<file path="src/rtl/sip13_pkg.sv">
package sip13_pkg;

    // initial lanes under an all-zero key
    localparam logic [63:0] LANE0_INIT = 64'h736f6d6570736575;
    localparam logic [63:0] LANE1_INIT = 64'h646f72616e646f6d;
    localparam logic [63:0] LANE2_INIT = 64'h6c7967656e657261;
    localparam logic [63:0] LANE3_INIT = 64'h7465646279746573;

    localparam logic [63:0] FINAL_XOR     = 64'h00000000000000ff;
    localparam logic [63:0] HASH_ALL_ONES = 64'hffffffffffffffff;
    localparam logic [63:0] HASH_REPLACE  = 64'hfffffffffffffffe;

    localparam int FIFO_DEPTH = 4;
    localparam int FIFO_AW    = $clog2(FIFO_DEPTH);

    // work handed from the front to the back
    typedef enum logic [1:0] {
        OP_COMPRESS,
        OP_FINAL,
        OP_BOTH,
        OP_EMPTY
    } t_op;

    typedef struct packed {
        t_op         op;
        logic [63:0] word;
        logic [7:0]  total;
    } t_cmd;

    typedef struct packed {
        logic valid;
        logic full;
    } t_fifo_stat;

    typedef struct packed {
        logic [63:0] v0;
        logic [63:0] v1;
        logic [63:0] v2;
        logic [63:0] v3;
    } t_lanes;

endpackage

</file>
<file path="src/rtl/sip13_if.sv">
interface sip13_req_if;
    logic       valid;
    logic       ready;
    logic [7:0] data_byte;
    logic       byte_valid;
    logic       is_last;

    modport source (output valid, output data_byte, output byte_valid, output is_last,
                    input ready);
    modport sink (input valid, input data_byte, input byte_valid, input is_last,
                  output ready);
endinterface

interface sip13_hash_if;
    logic        valid;
    logic        ready;
    logic [63:0] hash_value;

    modport source (output valid, output hash_value, input ready);
    modport sink (input valid, input hash_value, output ready);
endinterface

</file>
<file path="src/rtl/sip13_front.sv">
module sip13_front
    import sip13_pkg::*;
(
    input  logic         i_clk,
    input  logic         i_rst_n,
    sip13_req_if.sink    i_req,
    input  t_fifo_stat   i_stat,
    output logic         o_push,
    output t_cmd         o_cmd
);

    logic [63:0] r_pend;
    logic [7:0]  r_total;
    logic        r_open;

    logic [63:0] n_pend;
    logic [7:0]  n_total;
    logic        n_open;

    logic        w_accept;
    logic        w_full_word;
    logic [63:0] w_packed;
    logic [7:0]  w_total_inc;

    assign i_req.ready = !i_stat.full;
    assign w_accept    = i_req.valid && i_req.ready;

    always_comb begin
        w_packed    = r_pend | ({56'd0, i_req.data_byte} << {r_total[2:0], 3'b000});
        w_total_inc = r_total + 8'd1;
        w_full_word = (r_total[2:0] == 3'b111);

        o_cmd.op    = OP_FINAL;
        o_cmd.word  = i_req.byte_valid ? w_packed : r_pend;
        o_cmd.total = i_req.byte_valid ? w_total_inc : r_total;
        if (i_req.byte_valid && w_full_word) begin
            o_cmd.op = i_req.is_last ? OP_BOTH : OP_COMPRESS;
        end else if (i_req.is_last && !r_open && !i_req.byte_valid) begin
            o_cmd.op = OP_EMPTY;
        end
        o_push = w_accept && (i_req.is_last || (i_req.byte_valid && w_full_word));

        n_pend  = r_pend;
        n_total = r_total;
        n_open  = r_open;
        if (w_accept) begin
            if (i_req.is_last) begin
                n_pend  = '0;
                n_total = '0;
                n_open  = 1'b0;
            end else if (i_req.byte_valid) begin
                n_pend  = w_full_word ? 64'd0 : w_packed;
                n_total = w_total_inc;
                n_open  = 1'b1;
            end
        end
    end

    always_ff @(posedge i_clk) begin
        if (!i_rst_n) begin
            r_pend  <= '0;
            r_total <= '0;
            r_open  <= 1'b0;
        end else begin
            r_pend  <= n_pend;
            r_total <= n_total;
            r_open  <= n_open;
        end
    end

endmodule

</file>
<file path="src/rtl/sip13_fifo.sv">
module sip13_fifo
    import sip13_pkg::*;
(
    input  logic        i_clk,
    input  logic        i_rst_n,
    input  logic        i_push,
    input  t_cmd        i_cmd,
    input  logic        i_pop,
    output t_cmd        o_cmd,
    output t_fifo_stat  o_stat
);

    t_cmd               r_mem [FIFO_DEPTH];
    logic [FIFO_AW-1:0] r_wr_ptr;
    logic [FIFO_AW-1:0] r_rd_ptr;
    logic [FIFO_AW:0]   r_count;

    assign o_cmd        = r_mem[r_rd_ptr];
    assign o_stat.valid = (r_count != '0);
    assign o_stat.full  = (r_count == (FIFO_AW+1)'(FIFO_DEPTH));

    always_ff @(posedge i_clk) begin
        if (i_push) begin
            r_mem[r_wr_ptr] <= i_cmd;
        end
    end

    always_ff @(posedge i_clk) begin
        if (!i_rst_n) begin
            r_wr_ptr <= '0;
            r_rd_ptr <= '0;
            r_count  <= '0;
        end else begin
            if (i_push) begin
                r_wr_ptr <= r_wr_ptr + FIFO_AW'(1);
            end
            if (i_pop) begin
                r_rd_ptr <= r_rd_ptr + FIFO_AW'(1);
            end
            case ({i_push, i_pop})
                2'b10:   r_count <= r_count + (FIFO_AW+1)'(1);
                2'b01:   r_count <= r_count - (FIFO_AW+1)'(1);
                default: r_count <= r_count;
            endcase
        end
    end

endmodule

</file>
<file path="src/rtl/sip13_back.sv">
module sip13_back
    import sip13_pkg::*;
(
    input  logic          i_clk,
    input  logic          i_rst_n,
    input  t_cmd          i_cmd,
    input  t_fifo_stat    i_stat,
    output logic          o_pop,
    sip13_hash_if.source  o_hash
);

    localparam logic [2:0] STEP_FIRST = 3'd0;
    localparam logic [2:0] STEP_MIX   = 3'd1;
    localparam logic [2:0] STEP_LAST  = 3'd7;

    // first half of a round: one add deep
    function automatic t_lanes half_a(input t_lanes l);
        t_lanes      r;
        logic [63:0] s0;
        logic [63:0] s2;
        s0   = l.v0 + l.v1;
        s2   = l.v2 + l.v3;
        r.v1 = {l.v1[50:0], l.v1[63:51]} ^ s0;
        r.v0 = {s0[31:0], s0[63:32]};
        r.v3 = {l.v3[47:0], l.v3[63:48]} ^ s2;
        r.v2 = s2;
        return r;
    endfunction

    // second half of a round
    function automatic t_lanes half_b(input t_lanes l);
        t_lanes      r;
        logic [63:0] s0;
        logic [63:0] s2;
        s0   = l.v0 + l.v3;
        s2   = l.v2 + l.v1;
        r.v3 = {l.v3[42:0], l.v3[63:43]} ^ s0;
        r.v0 = s0;
        r.v1 = {l.v1[46:0], l.v1[63:47]} ^ s2;
        r.v2 = {s2[31:0], s2[63:32]};
        return r;
    endfunction

    t_lanes      r_lanes;
    logic        r_busy;
    logic [2:0]  r_step;
    logic [63:0] r_word;
    logic [7:0]  r_tail;
    logic        r_pre;
    logic        r_final;
    logic        r_out_valid;
    logic [63:0] r_out_hash;

    t_lanes      n_lanes;
    logic        n_busy;
    logic [2:0]  n_step;
    logic [63:0] n_word;
    logic [7:0]  n_tail;
    logic        n_pre;
    logic        n_final;
    logic        n_out_valid;
    logic [63:0] n_out_hash;

    t_lanes      w_in;
    t_lanes      w_calc;
    logic [63:0] w_hash;
    logic        w_out_free;
    logic        w_advance;
    logic        w_finish;
    logic        w_is_empty;

    assign o_hash.valid      = r_out_valid;
    assign o_hash.hash_value = r_out_hash;

    always_comb begin
        w_out_free = !r_out_valid || o_hash.ready;
        w_in       = r_lanes;

        if (r_step[0] == 1'b0) begin
            if (r_step == STEP_FIRST) begin
                w_in.v3 = r_lanes.v3 ^ r_word;
            end
            w_calc = half_a(w_in);
        end else begin
            w_calc = half_b(w_in);
            if (r_step == STEP_MIX) begin
                w_calc.v0 = w_calc.v0 ^ r_word;
                if (!r_pre && r_final) begin
                    w_calc.v2 = w_calc.v2 ^ FINAL_XOR;
                end
            end
        end

        w_hash = w_calc.v0 ^ w_calc.v1 ^ w_calc.v2 ^ w_calc.v3;
        if (w_hash == HASH_ALL_ONES) begin
            w_hash = HASH_REPLACE;
        end

        w_advance  = r_busy && !(r_step == STEP_LAST && !w_out_free);
        w_finish   = w_advance && (r_step == STEP_LAST ||
                     (r_step == STEP_MIX && !r_pre && !r_final));
        w_is_empty = (i_cmd.op == OP_EMPTY);
        o_pop      = i_stat.valid && (w_is_empty ? (!r_busy && w_out_free)
                                                 : (!r_busy || w_finish));

        n_lanes     = r_lanes;
        n_busy      = r_busy;
        n_step      = r_step;
        n_word      = r_word;
        n_tail      = r_tail;
        n_pre       = r_pre;
        n_final     = r_final;
        n_out_valid = r_out_valid && !o_hash.ready;
        n_out_hash  = r_out_hash;

        if (w_advance) begin
            if (r_step == STEP_LAST) begin
                // message done: lanes back to their start values
                n_lanes.v0  = LANE0_INIT;
                n_lanes.v1  = LANE1_INIT;
                n_lanes.v2  = LANE2_INIT;
                n_lanes.v3  = LANE3_INIT;
                n_out_valid = 1'b1;
                n_out_hash  = w_hash;
            end else begin
                n_lanes = w_calc;
            end
            if (r_step == STEP_MIX && r_pre) begin
                // full word done, now the length-only tail word
                n_pre  = 1'b0;
                n_step = STEP_FIRST;
                n_word = {r_tail, 56'd0};
            end else if (w_finish) begin
                n_busy = 1'b0;
            end else begin
                n_step = r_step + 3'd1;
            end
        end

        if (o_pop) begin
            if (w_is_empty) begin
                n_out_valid = 1'b1;
                n_out_hash  = '0;
            end else begin
                n_busy  = 1'b1;
                n_step  = STEP_FIRST;
                n_tail  = i_cmd.total;
                n_pre   = (i_cmd.op == OP_BOTH);
                n_final = (i_cmd.op != OP_COMPRESS);
                n_word  = (i_cmd.op == OP_FINAL) ? (i_cmd.word | {i_cmd.total, 56'd0})
                                                 : i_cmd.word;
            end
        end
    end

    always_ff @(posedge i_clk) begin
        r_word     <= n_word;
        r_tail     <= n_tail;
        r_out_hash <= n_out_hash;
    end

    always_ff @(posedge i_clk) begin
        if (!i_rst_n) begin
            r_lanes.v0  <= LANE0_INIT;
            r_lanes.v1  <= LANE1_INIT;
            r_lanes.v2  <= LANE2_INIT;
            r_lanes.v3  <= LANE3_INIT;
            r_busy      <= 1'b0;
            r_step      <= STEP_FIRST;
            r_pre       <= 1'b0;
            r_final     <= 1'b0;
            r_out_valid <= 1'b0;
        end else begin
            r_lanes     <= n_lanes;
            r_busy      <= n_busy;
            r_step      <= n_step;
            r_pre       <= n_pre;
            r_final     <= n_final;
            r_out_valid <= n_out_valid;
        end
    end

endmodule

</file>
<file path="src/rtl/siphash13_string_hash.sv">
// throughput: one byte request per cycle while the queue is not full
// from an idle back end the last request passes the queue, a word compression if its byte
//   closes a word, tail compression and three finalization rounds; an empty message skips them
// each round is split into two half rounds, the last half round loads the output register directly
// reset: synchronous active low; lanes load the key-zero start values, queue empties,
//   no clearing pass, requests accepted right after reset
module siphash13_string_hash
    import sip13_pkg::*;
(
    input  logic         i_clk,
    input  logic         i_rst_n,
    sip13_req_if.sink    i_req,
    sip13_hash_if.source o_hash
);

    // front -> queue
    logic       w_push;
    t_cmd       w_push_cmd;

    // queue -> back
    logic       w_pop;
    t_cmd       w_head_cmd;
    t_fifo_stat w_stat;

    // front packs bytes little-endian and emits one command per full word
    // or per message end; a word that closes on the last byte merges both
    sip13_front u_front (
        .i_clk   (i_clk),
        .i_rst_n (i_rst_n),
        .i_req   (i_req),
        .i_stat  (w_stat),
        .o_push  (w_push),
        .o_cmd   (w_push_cmd)
    );

    // short queue soaks up finalization while bytes of the next message stream in
    sip13_fifo u_fifo (
        .i_clk   (i_clk),
        .i_rst_n (i_rst_n),
        .i_push  (w_push),
        .i_cmd   (w_push_cmd),
        .i_pop   (w_pop),
        .o_cmd   (w_head_cmd),
        .o_stat  (w_stat)
    );

    // back runs half rounds on the four lanes and holds the result register
    sip13_back u_back (
        .i_clk   (i_clk),
        .i_rst_n (i_rst_n),
        .i_cmd   (w_head_cmd),
        .i_stat  (w_stat),
        .o_pop   (w_pop),
        .o_hash  (o_hash)
    );

endmodule
</file>
<file path="src/flat_wrapper.sv">
// flat-port wrapper written by rule: the top's interface ports become plain ports
module siphash13_string_hash_flat import sip13_pkg::*;
  (i_clk, i_rst_n, i_req_valid, i_req_data_byte, i_req_byte_valid, i_req_is_last, i_req_ready, o_hash_valid, o_hash_hash_value, o_hash_ready);
  sip13_req_if i_req_i ();
  sip13_hash_if o_hash_i ();
  input  logic i_clk;
  input  logic i_rst_n;
  input wire logic [$bits(i_req_i.valid)-1:0] i_req_valid;
  input wire logic [$bits(i_req_i.data_byte)-1:0] i_req_data_byte;
  input wire logic [$bits(i_req_i.byte_valid)-1:0] i_req_byte_valid;
  input wire logic [$bits(i_req_i.is_last)-1:0] i_req_is_last;
  output wire logic [$bits(i_req_i.ready)-1:0] i_req_ready;
  output wire logic [$bits(o_hash_i.valid)-1:0] o_hash_valid;
  output wire logic [$bits(o_hash_i.hash_value)-1:0] o_hash_hash_value;
  input wire logic [$bits(o_hash_i.ready)-1:0] o_hash_ready;
  assign i_req_i.valid = i_req_valid;
  assign i_req_i.data_byte = i_req_data_byte;
  assign i_req_i.byte_valid = i_req_byte_valid;
  assign i_req_i.is_last = i_req_is_last;
  assign i_req_ready = i_req_i.ready;
  assign o_hash_valid = o_hash_i.valid;
  assign o_hash_hash_value = o_hash_i.hash_value;
  assign o_hash_i.ready = o_hash_ready;
  siphash13_string_hash u_core (.i_clk(i_clk), .i_rst_n(i_rst_n), .i_req(i_req_i), .o_hash(o_hash_i));
endmodule
</file>
<file path="config.mk">
export PLATFORM = sky130hd
export DESIGN_NAME = siphash13_string_hash_flat
export DESIGN_NICKNAME = d
export VERILOG_FILES = /design/src/rtl/sip13_pkg.sv /design/src/rtl/sip13_if.sv /design/src/rtl/sip13_front.sv /design/src/rtl/sip13_fifo.sv /design/src/rtl/sip13_back.sv /design/src/rtl/siphash13_string_hash.sv /design/src/flat_wrapper.sv
export SDC_FILE = /design/constraint.sdc
export NUM_CORES = 2
export LEC_CHECK = 0
export BUFFER_PORTS_ARGS = -buffer_cell sky130_fd_sc_hd__clkbuf_2
export CAP_MARGIN = 20
export CORE_MARGIN = 10
export CORE_UTILIZATION = 45
export CTS_BUF_LIST = sky130_fd_sc_hd__clkbuf_4
export CTS_CLUSTER_DIAMETER = 150
export DETAILED_ROUTE_END_ITERATION = 8
export PLACE_DENSITY = 0.7
export REMOVE_ABC_BUFFERS = 1
export SLEW_MARGIN = 20
export SYNTH_ARGS = -nofsm -noshare
export SYNTH_HDL_FRONTEND = slang
export SYNTH_SLANG_ARGS = --single-unit
</file>
<file path="constraint.sdc">
create_clock -name i_clk -period 14.8 [get_ports i_clk]
set_input_delay 2.22 -clock i_clk [delete_from_list [all_inputs] [get_ports i_clk]]
set_output_delay 2.22 -clock i_clk [all_outputs]
set_load 0.01 [all_outputs]
</file>
==> reports/results.tsv <==
stage	metric	value	unit
floorplan	IO Pins	80	
sta	Min Clock Period, post-route	8.08	ns
sta	Worst Skew	0.0995	ns
sta	Max Clk Rate	124	MHz
sta	fin crit share	54.6	%
grt	GR Layer Usage met2	64.6	%
logic_synthesis	Area contributors post-synth	dfxtp_1, edfxtp_1, xnor2_1	
route	Via Count	55017	
route	routed wire length	323000	µm
clock_network	number of H-tree levels	4	
cells_and_area	most common cell after layout, fill and taps aside	nand2_1	
clock_network	Post-CTS Hold Fix Bufs	0	
route	vias per cell	6.69	
sta	hold_ws	0.463	ns
setup_path	Setup CP Type	reg2reg	
clock_network	TritonCTS buffer count	210	
placed_design	Final GP Congestion	1.14	
logic_synthesis	syn_area_per_cell	8.80	µm²
setup_path	Worst Reg-to-Reg Cells	23	
setup_path	flop2flop setup slack	6.72	ns
cells_and_area	Finished Core Util	49.4	%
clock_network	CTS sink count	777	
floorplan	die area	138000	µm²
worst_hold_path	hold path cells	2	
run	max cap viols	0	
grt	largest net degree at the start of global routing	158	
floorplan	number of core rows	129	
grt	Tot GR Track Use	45.6	%
logic_synthesis	Syn Inst Count	6326	
logic_synthesis	EDFF count, synth	304	
sta	worst relative slew slack	8.24	%
logic_synthesis	area leader, netlist	dfxtp_1	
worst_hold_path	HP Class	reg2reg	
placed_design	dpl hpwl	255000	µm
sta	Worst Tran Pin Value	1.37	ns
sta	RSZ-0062 raised after global routing	no	
route	post-route antenna net violation count	0	
setup_path	CP startpoint kind	flip-flop	
grt	Congestion Overflow GR	0	
setup_path	worst r2r dst	u_core.u_back.o_hash.hash_value[0]$_DFF_P_	
cells_and_area	Synth-to-Final Area Change	9.43	%
grt	GR Util met3	16.5	%
cells_and_area	share of cells above drive strength 1	12.3	%
worst_hold_path	HP Start	u_core.u_front.r_pend[61]$_SDFFE_PN0P_	
sta	final setup violation count	0	
floorplan	Die H	372	µm
logic_synthesis	flops & latches, synth	777	
setup_path	CP endpoint kind	flip-flop	
logic_synthesis	post-synthesis sequential area ratio	33.4	%
logic_synthesis	largest family of logic cells by synthesized area	compound AO/OA/AOI/OAI gates	
placed_design	IO Port Bufs	79	
clock_network	Bufs on Longest Clock Path	3	
route	# DRC	0	
clock_network	root buffer cell	clkbuf_4	
worst_hold_path	sink of the worst hold path	u_core.u_front.r_pend[61]$_SDFFE_PN0P_	
logic_synthesis	adder-cell area share of the yosys netlist	6.25	%
logic_synthesis	Synth warnings	0	
cells_and_area	Layout Nets	6670	
setup_path	worst path required time	16.01	ns
logic_synthesis	Async SR Flop Fraction	0	%
route	Pre-antenna DRT Iters	9	
setup_path	worst endpoint data arrival time	9.29	ns
setup_path	Crit Reg-Reg Startpoint	u_core.u_back.r_step[0]$_SDFF_PN0_	
setup_path	CP max FO	39	
clock_network	CTS tree	built	
floorplan	Die W	372	µm
grt	GR Util met1	54.2	%
logic_synthesis	Yosys top cell area share	17.0	%
sta	Sum Neg Setup Slack	0	ns
logic_synthesis	Synth Area in Compound Gates	19.8	%
cells_and_area	most frequent cells in the layout	nand2_1, a21oi_1, nor2_1	
floorplan	initial core utilization	45.2	%
sta	PnR worst setup slack	6.72	ns
run_status	status	finished clean	
grt	gr busiest metal	met2	
logic_synthesis	cell area after synthesis	55700	µm²
clock_network	clk_lat worst skew	1.37	ns
grt	vias in the first global route	50795	
clock_network	CTS clock-pin slew for the worst setup and hold paths	0.08	ns
sta	max-slew violations	0	
logic_synthesis	Synth Flop Type	dfxtp_1	
route	Initial DRC Count	8648	
grt	global-route wire length before repair	432000	µm
sta	final-report hold violation count	0	
placed_design	pre-CTS WS	7.18	ns
clock_network	Post-CTS Setup Repair Bufs	0	
logic_synthesis	multiplexer share of the synthesized area	5.42	%
clock_network	CTS resizes	0	
route	Avg WL per Cell	39.3	µm
logic_synthesis	simple-gate portion of the synthesized area	16.7	%
grt	initial antenna violation count	28	
logic_synthesis	post-synthesis xor/xnor area fraction	15.1	%
floorplan	core footprint	123000	µm²
logic_synthesis	Synth cell types	115	
==> routing by layer <==
layer  vias up  routed length [µm]
met5         -                 270
met4        24               35700
met3      1080               39700
met2      3935              131000
met1     26859              117000
li1      23119                   -
==> layout make-up <==
type / instances / area [µm²]
Fill cell: 11717 / 62400
Multi-Input combinational cell: 5084 / 35600
Sequential cell: 777 / 18600
Clock buffer: 303 / 2270
Tap cell: 1637 / 2050
Timing Repair Buffer: 225 / 1550
Clock inverter: 83 / 463
Inverter: 83 / 317
Antenna cell: 28 / 70.1
==> registers in the layout (all words and copies together) (netlist names), named ones only <==
register                         count
u_core.u_back.o_hash.hash_value     64
u_core.u_back.o_hash.valid           1
u_core.u_back.r_busy                 1
u_core.u_back.r_final                1
u_core.u_back.r_lanes              256
u_core.u_back.r_pre                  1
u_core.u_back.r_step                 3
u_core.u_back.r_tail                 8
u_core.u_back.r_word                64
u_core.u_fifo.r_count                3
u_core.u_fifo.r_mem                296
u_core.u_fifo.r_rd_ptr               2
u_core.u_fifo.r_wr_ptr               2
u_core.u_front.r_open                1
u_core.u_front.r_pend               64
u_core.u_front.r_total               8
==> through the flow <==
stage          cell area [µm²]  instances
5_1_grt                  60900       8202
4_1_cts                  60700       8186
3_5_place_dp             57900       7800
6_report                 60900       8220
2_1_floorplan            54100       5944
3_3_place_gp             57900       7798
==> logic make-up (layout without fill, tap and decap cells) <==
kind of cell,count (synthesis),count (layout)
XOR/XNOR,848,848
AO/OA/AOI/OAI,1723,1723
buffers and inverters,465,694
adder cells (fa/ha/maj),275,275
flip-flops,777,777
multiplexers,206,206
other,0,28
AND/OR/NAND/NOR,2032,2032
==> worst max-delay path by stage <==
stage,startpoint,cells after the start,endpoint,slack [ns]
CTS,u_core.u_back.r_step[0]$_SDFF_PN0_,23,u_core.u_back.o_hash.hash_value[0]$_DFF_P_,7.09
floorplan,u_core.u_back.r_step[0]$_SDFF_PN0_,22,u_core.u_back.o_hash.hash_value[0]$_DFF_P_,-4.26
detailed placement,u_core.u_back.r_step[0]$_SDFF_PN0_,23,u_core.u_back.o_hash.hash_value[0]$_DFF_P_,7.18
finish,u_core.u_back.r_step[0]$_SDFF_PN0_,23,u_core.u_back.o_hash.hash_value[0]$_DFF_P_,6.72
global placement,u_core.u_back.r_step[0]$_SDFF_PN0_,23,u_core.u_back.o_hash.hash_value[0]$_DFF_P_,7.20
global route,u_core.u_back.r_step[0]$_SDFF_PN0_,23,u_core.u_back.o_hash.hash_value[0]$_DFF_P_,6.62
==> synth_stat cells (12+ instances only) <==
master	n
o211ai_1	125
and3_1	33
nand4_1	100
o21ai_0	358
nand2b_1	41
o21bai_1	84
a21oi_1	520
xor2_1	280
xor3_1	15
or2_2	12
clkbuf_1	278
xnor3_1	53
a22oi_1	57
a21boi_0	23
o21a_1	40
buf_2	53
mux2_2	25
a221oi_1	14
a211oi_1	84
o21ai_1	28
or3_1	22
xnor2_1	499
mux2i_1	107
buf_4	12
a21oi_2	12
nor4_1	30
nor2_1	495
o31ai_1	23
a21o_1	108
inv_1	82
nand2_1	844
dfxtp_1	473
a31oi_1	77
nor2b_1	97
and2_1	94
mux4_2	74
edfxtp_1	304
o221ai_1	13
ha_1	270
nand3_1	108
nor3_1	84
buf_1	33
==> critical path: stages (launching register included) <==
cell and delay, ns:
dfxtp_4 0.53, inv_6 0.30, ha_1 0.19, nor2b_4 0.12
buf_4 0.37, buf_4 0.48, nand2_1 0.14, xnor2_1 0.63
ha_1 0.37, nand2_1 0.14, nor4_1 0.45, o211ai_1 0.19
a31oi_1 0.72, a211oi_1 0.33, o31ai_1 0.45, a21oi_1 0.15
xor2_1 0.26, mux2i_1 0.16, xnor2_1 0.27, xnor3_1 0.39
nor4_1 0.67, nand4b_1 0.17, nand4b_1 0.21, a22o_1 0.21
Power is not shown: default switching activity piles up to over one toggle a cycle in this logic, so the estimate is an artifact.
